===== src/design/mtm_pkg.sv =====
// ============================================================================
// mtm_pkg
// Shared types and constants for the multichannel temperature monitor.
// ============================================================================
package mtm_pkg;

    // Channel count and store geometry
    localparam int NUM_CHANNELS = 8;
    localparam int STORE_DEPTH  = 8;
    localparam int IDX_W        = $clog2(STORE_DEPTH);
    localparam int CH_W         = 3;
    localparam int ADC_W        = 8;
    localparam int TEMP_W       = 11;
    localparam int CNT_W        = 4;
    localparam int ALARM_W      = 3;
    localparam int SUM_W        = 14;   // holds 8 * -600
    localparam int ASUM_W       = SUM_W - 1;

    // Conversion: (adc*500 - 91800)/153, magnitude divided by reciprocal.
    // 153 * 109655 = 2^24 - 1, so ((n+1)*109655) >> 24 == n/153 (floored).
    localparam int ADC_GAIN     = 500;
    localparam int ADC_OFFSET   = 91800;
    localparam int NUM_W        = 19;
    localparam int MAG_W        = 17;
    localparam int CONV_RECIP   = 109655;
    localparam int CONV_SHIFT   = 24;
    localparam int CPROD_W      = 2 * MAG_W;

    // Average: |sum| * ceil(2^17/N) >> 17 gives |sum|/N for |sum| < 2^13
    localparam int AVG_SHIFT    = 17;
    localparam int AVG_RECIP_W  = AVG_SHIFT;
    localparam int AVG_RECIP    = ((1 << AVG_SHIFT) + NUM_CHANNELS - 1) / NUM_CHANNELS;
    localparam int APROD_W      = ASUM_W + AVG_RECIP_W;

    // Stream packing
    localparam int S_DATA_W     = 16;
    localparam int M_DATA_W     = 56;

    // Alarm codes
    localparam logic [ALARM_W-1:0] ALARM_NONE      = 3'd0;
    localparam logic [ALARM_W-1:0] ALARM_ALL_COLD  = 3'd1;
    localparam logic [ALARM_W-1:0] ALARM_MOSTLY_COLD = 3'd2;
    localparam logic [ALARM_W-1:0] ALARM_SOME_COLD = 3'd3;
    localparam logic [ALARM_W-1:0] ALARM_ALTERNATE = 3'd4;

    typedef enum logic [2:0] {
        ST_IDLE,
        ST_CONV,
        ST_STORE,
        ST_SCAN,
        ST_AVG,
        ST_EMIT
    } state_t;

    // Controller to datapath
    typedef struct packed {
        logic load_in;
        logic conv;
        logic store;
        logic scan_step;
        logic avg;
        logic emit;
    } ctrl_cmd_t;

    // Datapath to controller
    typedef struct packed {
        logic in_range;
        logic is_last;
        logic scan_last;
        logic out_free;
    } ctrl_sts_t;

endpackage


===== src/design/multichannel_temperature_monitor_core.sv =====
// ============================================================================
// multichannel_temperature_monitor_core
// Eight-channel ADC temperature monitor with per-frame statistics and alarm.
// ============================================================================
// Usage:
//   Input stream (s_tvalid/s_tready/s_tdata) carries one ADC reading with its
//   channel number. Each reading is converted to a temperature and stored.
//   A reading on the last channel closes the frame: the store is walked and
//   one result (average, min, max, negative count, selected channel and the
//   alarm code) leaves on the output stream (m_tvalid/m_tready/m_tdata).
//   Other channels, and channel numbers beyond the channel count, give none.
//   cfg_we/cfg_wdata set the selected channel; write it only while idle.
// Timing:
//   One item at a time. An item on an ordinary channel passes capture, the
//   conversion multiply and the store write before the next s_tready. A
//   last-channel item then adds a walk of all eight store entries, the
//   averaging multiply and the result load.
// Reset and stall:
//   Reset clears the store to zero, the alarm to 0 and the selection to
//   channel 0. The result sits in an output register; the next item is
//   accepted while it waits, and only the next result load waits for it.
// ============================================================================
module multichannel_temperature_monitor_core
    import mtm_pkg::*;
(
    input  logic                  clk,
    input  logic                  rst_n,
    input  logic                  s_tvalid,
    output logic                  s_tready,
    input  logic [S_DATA_W-1:0]   s_tdata,    // channel[2:0], adc_sample[10:3]
    output logic                  m_tvalid,
    input  logic                  m_tready,
    output logic [M_DATA_W-1:0]   m_tdata,    // average[10:0], minimum[21:11],
                                              // maximum[32:22], negative_count[36:33],
                                              // selected_temp[47:37], alarm_state[50:48]
    input  logic                  cfg_we,
    input  logic [CH_W-1:0]       cfg_wdata
);

    ctrl_cmd_t                cmd;
    ctrl_sts_t                sts;
    logic signed [TEMP_W-1:0] average;
    logic signed [TEMP_W-1:0] minimum;
    logic signed [TEMP_W-1:0] maximum;
    logic [CNT_W-1:0]         negative_count;
    logic signed [TEMP_W-1:0] selected_temp;
    logic [ALARM_W-1:0]       alarm_state;

    // Sequencer
    mtm_ctrl u_ctrl (
        .clk      (clk),
        .rst_n    (rst_n),
        .s_tvalid (s_tvalid),
        .s_tready (s_tready),
        .sts      (sts),
        .cmd      (cmd)
    );

    // Datapath
    mtm_datapath u_datapath (
        .clk            (clk),
        .rst_n          (rst_n),
        .cmd            (cmd),
        .sts            (sts),
        .in_channel     (s_tdata[CH_W-1:0]),
        .in_adc_sample  (s_tdata[CH_W+ADC_W-1:CH_W]),
        .cfg_we         (cfg_we),
        .cfg_wdata      (cfg_wdata),
        .out_valid      (m_tvalid),
        .out_ready      (m_tready),
        .average        (average),
        .minimum        (minimum),
        .maximum        (maximum),
        .negative_count (negative_count),
        .selected_temp  (selected_temp),
        .alarm_state    (alarm_state)
    );

    // Output packing, zero filled to whole bytes
    assign m_tdata = {5'b0, alarm_state, selected_temp, negative_count,
                      maximum, minimum, average};

endmodule


===== src/design/mtm_ctrl.sv =====
// ============================================================================
// mtm_ctrl
// Sequencer: input capture, conversion, store write, scan, average, emit.
// ============================================================================
module mtm_ctrl
    import mtm_pkg::*;
(
    input  logic      clk,
    input  logic      rst_n,
    input  logic      s_tvalid,
    output logic      s_tready,
    input  ctrl_sts_t sts,
    output ctrl_cmd_t cmd
);

    state_t state_reg;
    state_t state_next;

    // State register
    always_ff @(posedge clk or negedge rst_n)
    begin
        if (!rst_n)
        begin
            state_reg <= ST_IDLE;
        end
        else
        begin
            state_reg <= state_next;
        end
    end

    // Next state
    always_comb
    begin
        state_next = state_reg;
        case (state_reg)
            ST_IDLE:
            begin
                if (s_tvalid)
                begin
                    state_next = ST_CONV;
                end
            end
            ST_CONV:
            begin
                state_next = sts.in_range ? ST_STORE : ST_IDLE;
            end
            ST_STORE:
            begin
                state_next = sts.is_last ? ST_SCAN : ST_IDLE;
            end
            ST_SCAN:
            begin
                if (sts.scan_last)
                begin
                    state_next = ST_AVG;
                end
            end
            ST_AVG:
            begin
                state_next = ST_EMIT;
            end
            ST_EMIT:
            begin
                if (sts.out_free)
                begin
                    state_next = ST_IDLE;
                end
            end
            default:
            begin
                state_next = ST_IDLE;
            end
        endcase
    end

    // Commands
    always_comb
    begin
        cmd      = '0;
        s_tready = 1'b0;
        case (state_reg)
            ST_IDLE:
            begin
                s_tready    = 1'b1;
                cmd.load_in = s_tvalid;
            end
            ST_CONV:
            begin
                cmd.conv = 1'b1;
            end
            ST_STORE:
            begin
                cmd.store = 1'b1;
            end
            ST_SCAN:
            begin
                cmd.scan_step = 1'b1;
            end
            ST_AVG:
            begin
                cmd.avg = 1'b1;
            end
            ST_EMIT:
            begin
                cmd.emit = sts.out_free;
            end
            default:
            begin
                cmd = '0;
            end
        endcase
    end

    // A result is only produced from a sample on the last channel
    a_scan_after_last: assert property (@(posedge clk) disable iff (!rst_n)
        (state_reg == ST_SCAN && $past(state_reg) == ST_STORE) |-> $past(sts.is_last))
        else $error("scan started for a channel other than the last");

    // The emit stage is left only by loading the output register
    a_emit_leaves: assert property (@(posedge clk) disable iff (!rst_n)
        (state_reg == ST_EMIT && state_next == ST_IDLE) |-> cmd.emit)
        else $error("emit stage left without a result");

endmodule


===== src/design/mtm_datapath.sv =====
// ============================================================================
// mtm_datapath
// Conversion, channel store, scan statistics, average, alarm and output reg.
// ============================================================================
module mtm_datapath
    import mtm_pkg::*;
(
    input  logic                      clk,
    input  logic                      rst_n,
    input  ctrl_cmd_t                 cmd,
    output ctrl_sts_t                 sts,
    input  logic [CH_W-1:0]           in_channel,
    input  logic [ADC_W-1:0]          in_adc_sample,
    input  logic                      cfg_we,
    input  logic [CH_W-1:0]           cfg_wdata,
    output logic                      out_valid,
    input  logic                      out_ready,
    output logic signed [TEMP_W-1:0]  average,
    output logic signed [TEMP_W-1:0]  minimum,
    output logic signed [TEMP_W-1:0]  maximum,
    output logic [CNT_W-1:0]          negative_count,
    output logic signed [TEMP_W-1:0]  selected_temp,
    output logic [ALARM_W-1:0]        alarm_state
);

    logic [CH_W-1:0]            sel_ch_reg;
    logic [CH_W-1:0]            ch_reg;
    logic [ADC_W-1:0]           adc_reg;
    logic [MAG_W-1:0]           mag_reg;
    logic                       numneg_reg;
    logic signed [TEMP_W-1:0]   temps_reg [STORE_DEPTH];
    logic [IDX_W-1:0]           idx_reg;
    logic signed [SUM_W-1:0]    sum_reg;
    logic signed [TEMP_W-1:0]   min_reg;
    logic signed [TEMP_W-1:0]   max_reg;
    logic [CNT_W-1:0]           neg_reg;
    logic                       alt_reg;
    logic signed [TEMP_W-1:0]   sel_reg;
    logic signed [TEMP_W-1:0]   avg_reg;
    logic [ALARM_W-1:0]         alarm_reg;
    logic [ALARM_W-1:0]         alarm_next;
    logic                       out_valid_reg;
    logic signed [TEMP_W-1:0]   o_avg_reg;
    logic signed [TEMP_W-1:0]   o_min_reg;
    logic signed [TEMP_W-1:0]   o_max_reg;
    logic [CNT_W-1:0]           o_neg_reg;
    logic signed [TEMP_W-1:0]   o_sel_reg;

    logic signed [NUM_W-1:0]    num;
    logic [NUM_W-1:0]           num_abs;
    logic [CPROD_W-1:0]         conv_prod;
    logic signed [TEMP_W-1:0]   conv_mag;
    logic signed [TEMP_W-1:0]   temp_new;
    logic signed [TEMP_W-1:0]   t_cur;
    logic                       in_stat;
    logic                       first;
    logic                       t_neg;
    logic                       t_pos;
    logic [ASUM_W-1:0]          sum_abs;
    logic [APROD_W-1:0]         avg_prod;
    logic signed [TEMP_W-1:0]   avg_mag;
    logic                       avg_neg;
    logic                       avg_pos;
    logic                       max_neg;
    logic                       max_pos;

    // Status to the sequencer
    assign sts.in_range  = ({1'b0, ch_reg} < (CH_W + 1)'(NUM_CHANNELS));
    assign sts.is_last   = (ch_reg == CH_W'(NUM_CHANNELS - 1));
    assign sts.scan_last = (idx_reg == IDX_W'(STORE_DEPTH - 1));
    assign sts.out_free  = !out_valid_reg || out_ready;

    // Selected channel register
    always_ff @(posedge clk or negedge rst_n)
    begin
        if (!rst_n)
        begin
            sel_ch_reg <= '0;
        end
        else if (cfg_we)
        begin
            sel_ch_reg <= cfg_wdata;
        end
    end

    // Input capture
    always_ff @(posedge clk)
    begin
        if (cmd.load_in)
        begin
            ch_reg  <= in_channel;
            adc_reg <= in_adc_sample;
        end
    end

    // Numerator and its magnitude (plus one for the reciprocal trick)
    assign num     = NUM_W'(signed'({1'b0, adc_reg}) * ADC_GAIN) - NUM_W'(ADC_OFFSET);
    assign num_abs = num[NUM_W-1] ? NUM_W'(-num) : NUM_W'(num);

    always_ff @(posedge clk)
    begin
        if (cmd.conv)
        begin
            mag_reg    <= MAG_W'(num_abs) + MAG_W'(1);
            numneg_reg <= num[NUM_W-1];
        end
    end

    // Divide by 153 through the reciprocal, then restore the sign
    assign conv_prod = CPROD_W'(mag_reg) * CPROD_W'(CONV_RECIP);
    assign conv_mag  = TEMP_W'(conv_prod[CPROD_W-1:CONV_SHIFT]);
    assign temp_new  = numneg_reg ? -conv_mag : conv_mag;

    // Channel store, cleared at reset
    always_ff @(posedge clk or negedge rst_n)
    begin
        if (!rst_n)
        begin
            for (int k = 0; k < STORE_DEPTH; k++)
            begin
                temps_reg[k] <= '0;
            end
        end
        else if (cmd.store)
        begin
            temps_reg[ch_reg[IDX_W-1:0]] <= temp_new;
        end
    end

    // Scan: one entry a cycle
    assign t_cur   = temps_reg[idx_reg];
    assign in_stat = ({1'b0, idx_reg} < (IDX_W + 1)'(NUM_CHANNELS));
    assign first   = (idx_reg == '0);
    assign t_neg   = t_cur[TEMP_W-1];
    assign t_pos   = !t_cur[TEMP_W-1] && (t_cur != '0);

    always_ff @(posedge clk or negedge rst_n)
    begin
        if (!rst_n)
        begin
            idx_reg <= '0;
        end
        else if (cmd.store)
        begin
            idx_reg <= '0;
        end
        else if (cmd.scan_step)
        begin
            idx_reg <= idx_reg + IDX_W'(1);
        end
    end

    always_ff @(posedge clk)
    begin
        if (cmd.scan_step)
        begin
            sum_reg <= (first ? '0 : sum_reg) + (in_stat ? SUM_W'(t_cur) : '0);
            if (first || (in_stat && t_cur < min_reg))
            begin
                min_reg <= t_cur;
            end
            if (first || (in_stat && t_cur > max_reg))
            begin
                max_reg <= t_cur;
            end
            neg_reg <= (first ? '0 : neg_reg) + CNT_W'(in_stat && t_neg);
            alt_reg <= (first ? 1'b1 : alt_reg)
                       && !(in_stat && (idx_reg[0] ? !t_pos : !t_neg));
            if (idx_reg == sel_ch_reg[IDX_W-1:0])
            begin
                sel_reg <= t_cur;
            end
        end
    end

    // Average: |sum|/N by reciprocal, truncated toward zero
    assign sum_abs  = sum_reg[SUM_W-1] ? ASUM_W'(-sum_reg) : ASUM_W'(sum_reg);
    assign avg_prod = APROD_W'(sum_abs) * APROD_W'(AVG_RECIP);
    assign avg_mag  = TEMP_W'(avg_prod[APROD_W-1:AVG_SHIFT]);

    always_ff @(posedge clk)
    begin
        if (cmd.avg)
        begin
            avg_reg <= sum_reg[SUM_W-1] ? -avg_mag : avg_mag;
        end
    end

    // Alarm rules in priority order
    assign avg_neg = avg_reg[TEMP_W-1];
    assign avg_pos = !avg_reg[TEMP_W-1] && (avg_reg != '0);
    assign max_neg = max_reg[TEMP_W-1];
    assign max_pos = !max_reg[TEMP_W-1] && (max_reg != '0);

    always_comb
    begin
        alarm_next = alarm_reg;
        if (avg_neg && max_neg)
        begin
            alarm_next = ALARM_ALL_COLD;
        end
        else if (avg_neg && max_pos)
        begin
            alarm_next = ALARM_MOSTLY_COLD;
        end
        else if (avg_pos && neg_reg >= CNT_W'(2))
        begin
            alarm_next = ALARM_SOME_COLD;
        end
        else if (alt_reg)
        begin
            alarm_next = ALARM_ALTERNATE;
        end
    end

    always_ff @(posedge clk or negedge rst_n)
    begin
        if (!rst_n)
        begin
            alarm_reg <= ALARM_NONE;
        end
        else if (cmd.emit)
        begin
            alarm_reg <= alarm_next;
        end
    end

    // Output register
    always_ff @(posedge clk or negedge rst_n)
    begin
        if (!rst_n)
        begin
            out_valid_reg <= 1'b0;
        end
        else if (cmd.emit)
        begin
            out_valid_reg <= 1'b1;
        end
        else if (out_ready)
        begin
            out_valid_reg <= 1'b0;
        end
    end

    always_ff @(posedge clk)
    begin
        if (cmd.emit)
        begin
            o_avg_reg <= avg_reg;
            o_min_reg <= min_reg;
            o_max_reg <= max_reg;
            o_neg_reg <= neg_reg;
            o_sel_reg <= sel_reg;
        end
    end

    assign out_valid      = out_valid_reg;
    assign average        = o_avg_reg;
    assign minimum        = o_min_reg;
    assign maximum        = o_max_reg;
    assign negative_count = o_neg_reg;
    assign selected_temp  = o_sel_reg;
    assign alarm_state    = alarm_reg;

    // A pending result is never overwritten
    a_no_overwrite: assert property (@(posedge clk) disable iff (!rst_n)
        cmd.emit |-> (!out_valid_reg || out_ready))
        else $error("result loaded over an untaken result");

    // Alarm code stays within its defined set
    a_alarm_range: assert property (@(posedge clk) disable iff (!rst_n)
        alarm_reg <= ALARM_ALTERNATE)
        else $error("alarm code out of range");

    // The alarm changes only when a result is produced
    a_alarm_hold: assert property (@(posedge clk) disable iff (!rst_n)
        !$past(cmd.emit) |-> $stable(alarm_reg))
        else $error("alarm changed outside a result");

    // Minimum never exceeds maximum in a delivered result
    a_min_max: assert property (@(posedge clk) disable iff (!rst_n)
        out_valid_reg |-> (o_min_reg <= o_max_reg && o_neg_reg <= CNT_W'(NUM_CHANNELS)))
        else $error("inconsistent statistics in result");

endmodule


===== config.mk =====
export PLATFORM = sky130hd
export DESIGN_NAME = multichannel_temperature_monitor_core
export DESIGN_NICKNAME = d
export VERILOG_FILES = /design/src/design/mtm_pkg.sv /design/src/design/multichannel_temperature_monitor_core.sv /design/src/design/mtm_ctrl.sv /design/src/design/mtm_datapath.sv
export SDC_FILE = /design/constraint.sdc
export NUM_CORES = 1
export LEC_CHECK = 0
export ABC_AREA = 1
export BUFFER_PORTS_ARGS = -buffer_cell sky130_fd_sc_hd__buf_2
export CAP_MARGIN = 20
export CORE_MARGIN = 3
export CORE_UTILIZATION = 60
export CTS_CLUSTER_DIAMETER = 40
export DETAILED_ROUTE_END_ITERATION = 7
export PLACE_DENSITY = 0.8
export SYNTH_ARGS = -nofsm -noshare
export SYNTH_HDL_FRONTEND = slang
export SYNTH_SLANG_ARGS = --single-unit

===== constraint.sdc =====
create_clock -name clk -period 11.75 [get_ports clk]
set_input_delay 2.35 -clock clk [delete_from_list [all_inputs] [get_ports clk]]
set_output_delay 2.35 -clock clk [all_outputs]
set_load 0.01 [all_outputs]

==> results.md <==
* Status: finished clean
* Critical Path Slowest Stage Cell: edfxtp_1
* Nets@finish at ~2600
* Final Hold Fails at 0
* Unrepaired setup endpoints after global routing: no
* Routed Wire Length at between 40000 and 50000 um
* H-tree depth at 2
* Worst-case clock buffer depth at 3
* PortBufs at 71
* YS warnings at 0
* Gr usage total at 0.263
* Post-CTS setup buffers at 0
* Ratio of final minimum period to clock period at 0.551
* Largest net degree at the start of global routing at 71
* Most frequent cells in the layout: 493 x nand2_1, 457 x inv_1, 220 x ha_1
* CP endpoint kind: flip-flop
* Syn Area/Cell at between 8 and 9 um2
* Vias in the first global route at about 15000
* Largest register FFs at 88
* Critical Path Fanout Max at 10
* Width of the die at around 180 um
* WP buf/inv at 4
* Initial antenna violation count at 1
* Type of the worst setup path: reg -> reg
* Gr ovfl total at 0
* Min-Delay Path Class: reg -> reg
* Vias at 14500
* Post-synthesis sequential area ratio at 0.352
* I/O pin count at between 80 and 90
* Final Skew at 30.1 ps
* First-pass GRT wire length at 72100 um
* DR WL/cell at around 16 um
* Starting Density at 0.615
* Critical path data required time at 12100 ps
* DRC errors left at 0
* DRT antenna net count at 0
* Core area at just over 0.03 mm2
* CP delay by family, top: adder cells
* Min Tclk post-route at between 6000 and 7000 ps
* Yosys cell types at 53
* Synthesized area at between 0.015 and 0.02 mm2
* CP arrival at approximately 6800 ps
* Slew margin rel. at 0.251
* Worst-Margin Slew at between 1000 and 1500 ps
* PostCTS Resize Cnt at 0
* # setup viols final at 0
* FP Rows at 64
* Total negative slack at 0 ps
* Clock root buffer: clkbuf_16
* # fillers at approximately 2300
* Clock latency on the worst-skew pair at between 500 and 600 ps
* Synthesized flop and latch total at 239
* Clk slew on worst S/H paths at approximately 60 ps
* CP peak stage delay at slightly below 600 ps
* TritonRoute pass-1 iters at 6
* # diodes at 0
* DPL Wire Length at 32200 um
* Max cap viols at 0
* CTS Sinks at approximately 240
* Synth area leaders: edfxtp_1 22%, ha_1 15%, dfrtp_1 13%
* CTS buffer count at 35
* Max Slew Vio Count at 0
* Via/cell ratio at 5.38
* Yosys top cell area share at 0.219
* Layout cells sized above 1 at 0.0854
* Die ar. at 0.0338 mm2
* Die height at roughly 180 um
* Post-CTS Hold Buffers at 0
* GP Congestion at about 0.95
* 1st-iter DRT viols at about 1300
* Dominant cell type by area after synthesis: edfxtp_1
* Multi-input gate area at ~0.010 mm2
* FF/Latch Area at between 0.006 and 0.007 mm2
* TritonCTS clock tree: done
* Area grow syn2layout at 11.2%
* CP startpoint kind: flip-flop
* Commonest non-fill, non-tap cell in the layout: nand2_1
* Fmax at 154 MHz
* Syn Inst Count at 2178
==> cell usage after synthesis (all sizes together) <==
| cell type | instances |
|---|---|
| nand2 | 508 |
| buf | 7 |
| ha | 220 |
| xor2 | 51 |
| o21ai | 117 |
| a21oi | 58 |
| clkinv | 2 |
| a22o | 1 |
| conb | 1 |
| o21bai | 3 |
| nor2 | 163 |
| a221oi | 1 |
| o221ai | 2 |
| dfrtp | 101 |
| a211oi | 3 |
| xnor2 | 17 |
| nor4 | 5 |
| and2 | 2 |
| mux2 | 3 |
| a31oi | 5 |
| or3 | 2 |
| or2 | 1 |
| inv | 463 |
| clkbuf | 29 |
| fa | 116 |
| a21boi | 1 |
| nand3 | 86 |
| a21o | 2 |
| o22ai | 15 |
| nand4 | 18 |
| o31ai | 6 |
| nor3 | 14 |
| o211ai | 2 |
| nand3b | 9 |
| edfxtp | 138 |
| o21a | 6 |
==> through the flow <==
stage	utilization	area, um2	instances	setup slack (ps)	hold WS, ps
after floorplan	-	19000	2182	6110	400
after global placement	0.641	19800	2625	5490	407
after detailed placement	0.642	19800	2627	5350	405
after CTS	0.683	21100	2688	5300	403
after global routing	0.684	21100	2690	4910	425
final	0.684	21100	2690	5270	411
==> layer usage <==
layer / part of all wire / global-route usage
met4: 0.031 / 0.0847
met5: 0.00026 / 0
met3: 0.071 / 0.0528
met1: 0.42 / 0.336
met2: 0.48 / 0.452
==> layout make-up <==
type,count,share of cell area
Clock buffer,40,0.0444
Clock inverter,21,0.0157
Inverter,465,0.0828
Multi-Input combinational cell,1442,0.494
Sequential cell,239,0.317
Tap cell,396,0.0235
Timing Repair Buffer,87,0.0232
==> cells by family (layout without fill, tap and decap cells) <==
| group | count (synthesis) | in the layout | share of synthesized area |
|---|---|---|---|
| xor+xnor | 68 | 68 | 0.0340 |
| buf+inv | 501 | 613 | 0.100 |
| fa+ha+maj | 336 | 336 | 0.268 |
| mux | 3 | 3 | 0.00178 |
| simple gates | 808 | 808 | 0.179 |
| other cells | 1 | 5 | 0.000198 |
| flops | 239 | 239 | 0.352 |
| compound gates | 222 | 222 | 0.0646 |
==> path summary, 6_finish.rpt <==
check / start / end / slack (ps) / cells past startpoint
max: u_datapath.mag_reg[8]$_DFFE_PP_ / u_datapath.temps_reg[81]$_DFFE_PN0P_ / 5270 / 25
min: u_datapath.sel_reg[0]$_DFFE_PP_ / u_datapath.selected_temp[0]$_DFFE_PP_ / 410 / 0
max reg2reg: u_datapath.mag_reg[8]$_DFFE_PP_ / u_datapath.temps_reg[81]$_DFFE_PN0P_ / 5270 / 25
min reg2reg: u_datapath.sel_reg[0]$_DFFE_PP_ / u_datapath.selected_temp[0]$_DFFE_PP_ / 410 / 0
max in group asynchronous: rst_n / u_datapath.temps_reg[46]$_DFFE_PN0P_ / 8720 / 2
min in group asynchronous: rst_n / u_datapath.alarm_state[0]$_DFFE_PN0P_ / 1770 / 1
==> worst register-to-register path, cell delays in order (launching register included) <==
cell and delay (ps):
edfxtp_1 590, ha_1 410, inv_1 60, fa_1 460, fa_1 590, inv_1 70, fa_1 520, fa_1 550
inv_1 60, fa_1 530, inv_1 40, ha_1 310, nand2_1 100, nor2_1 210, nand2_1 150, a21oi_1 140
nor2_1 70, nand2_1 70, nand2_1 80, nand2_4 150, ha_1 310, nand2_1 100, nor2_2 160, nor2_1 90
xor2_2 390, o21ai_1 110
Power is not shown: default switching activity piles up to over one toggle a cycle in this logic, so the estimate is an artifact.
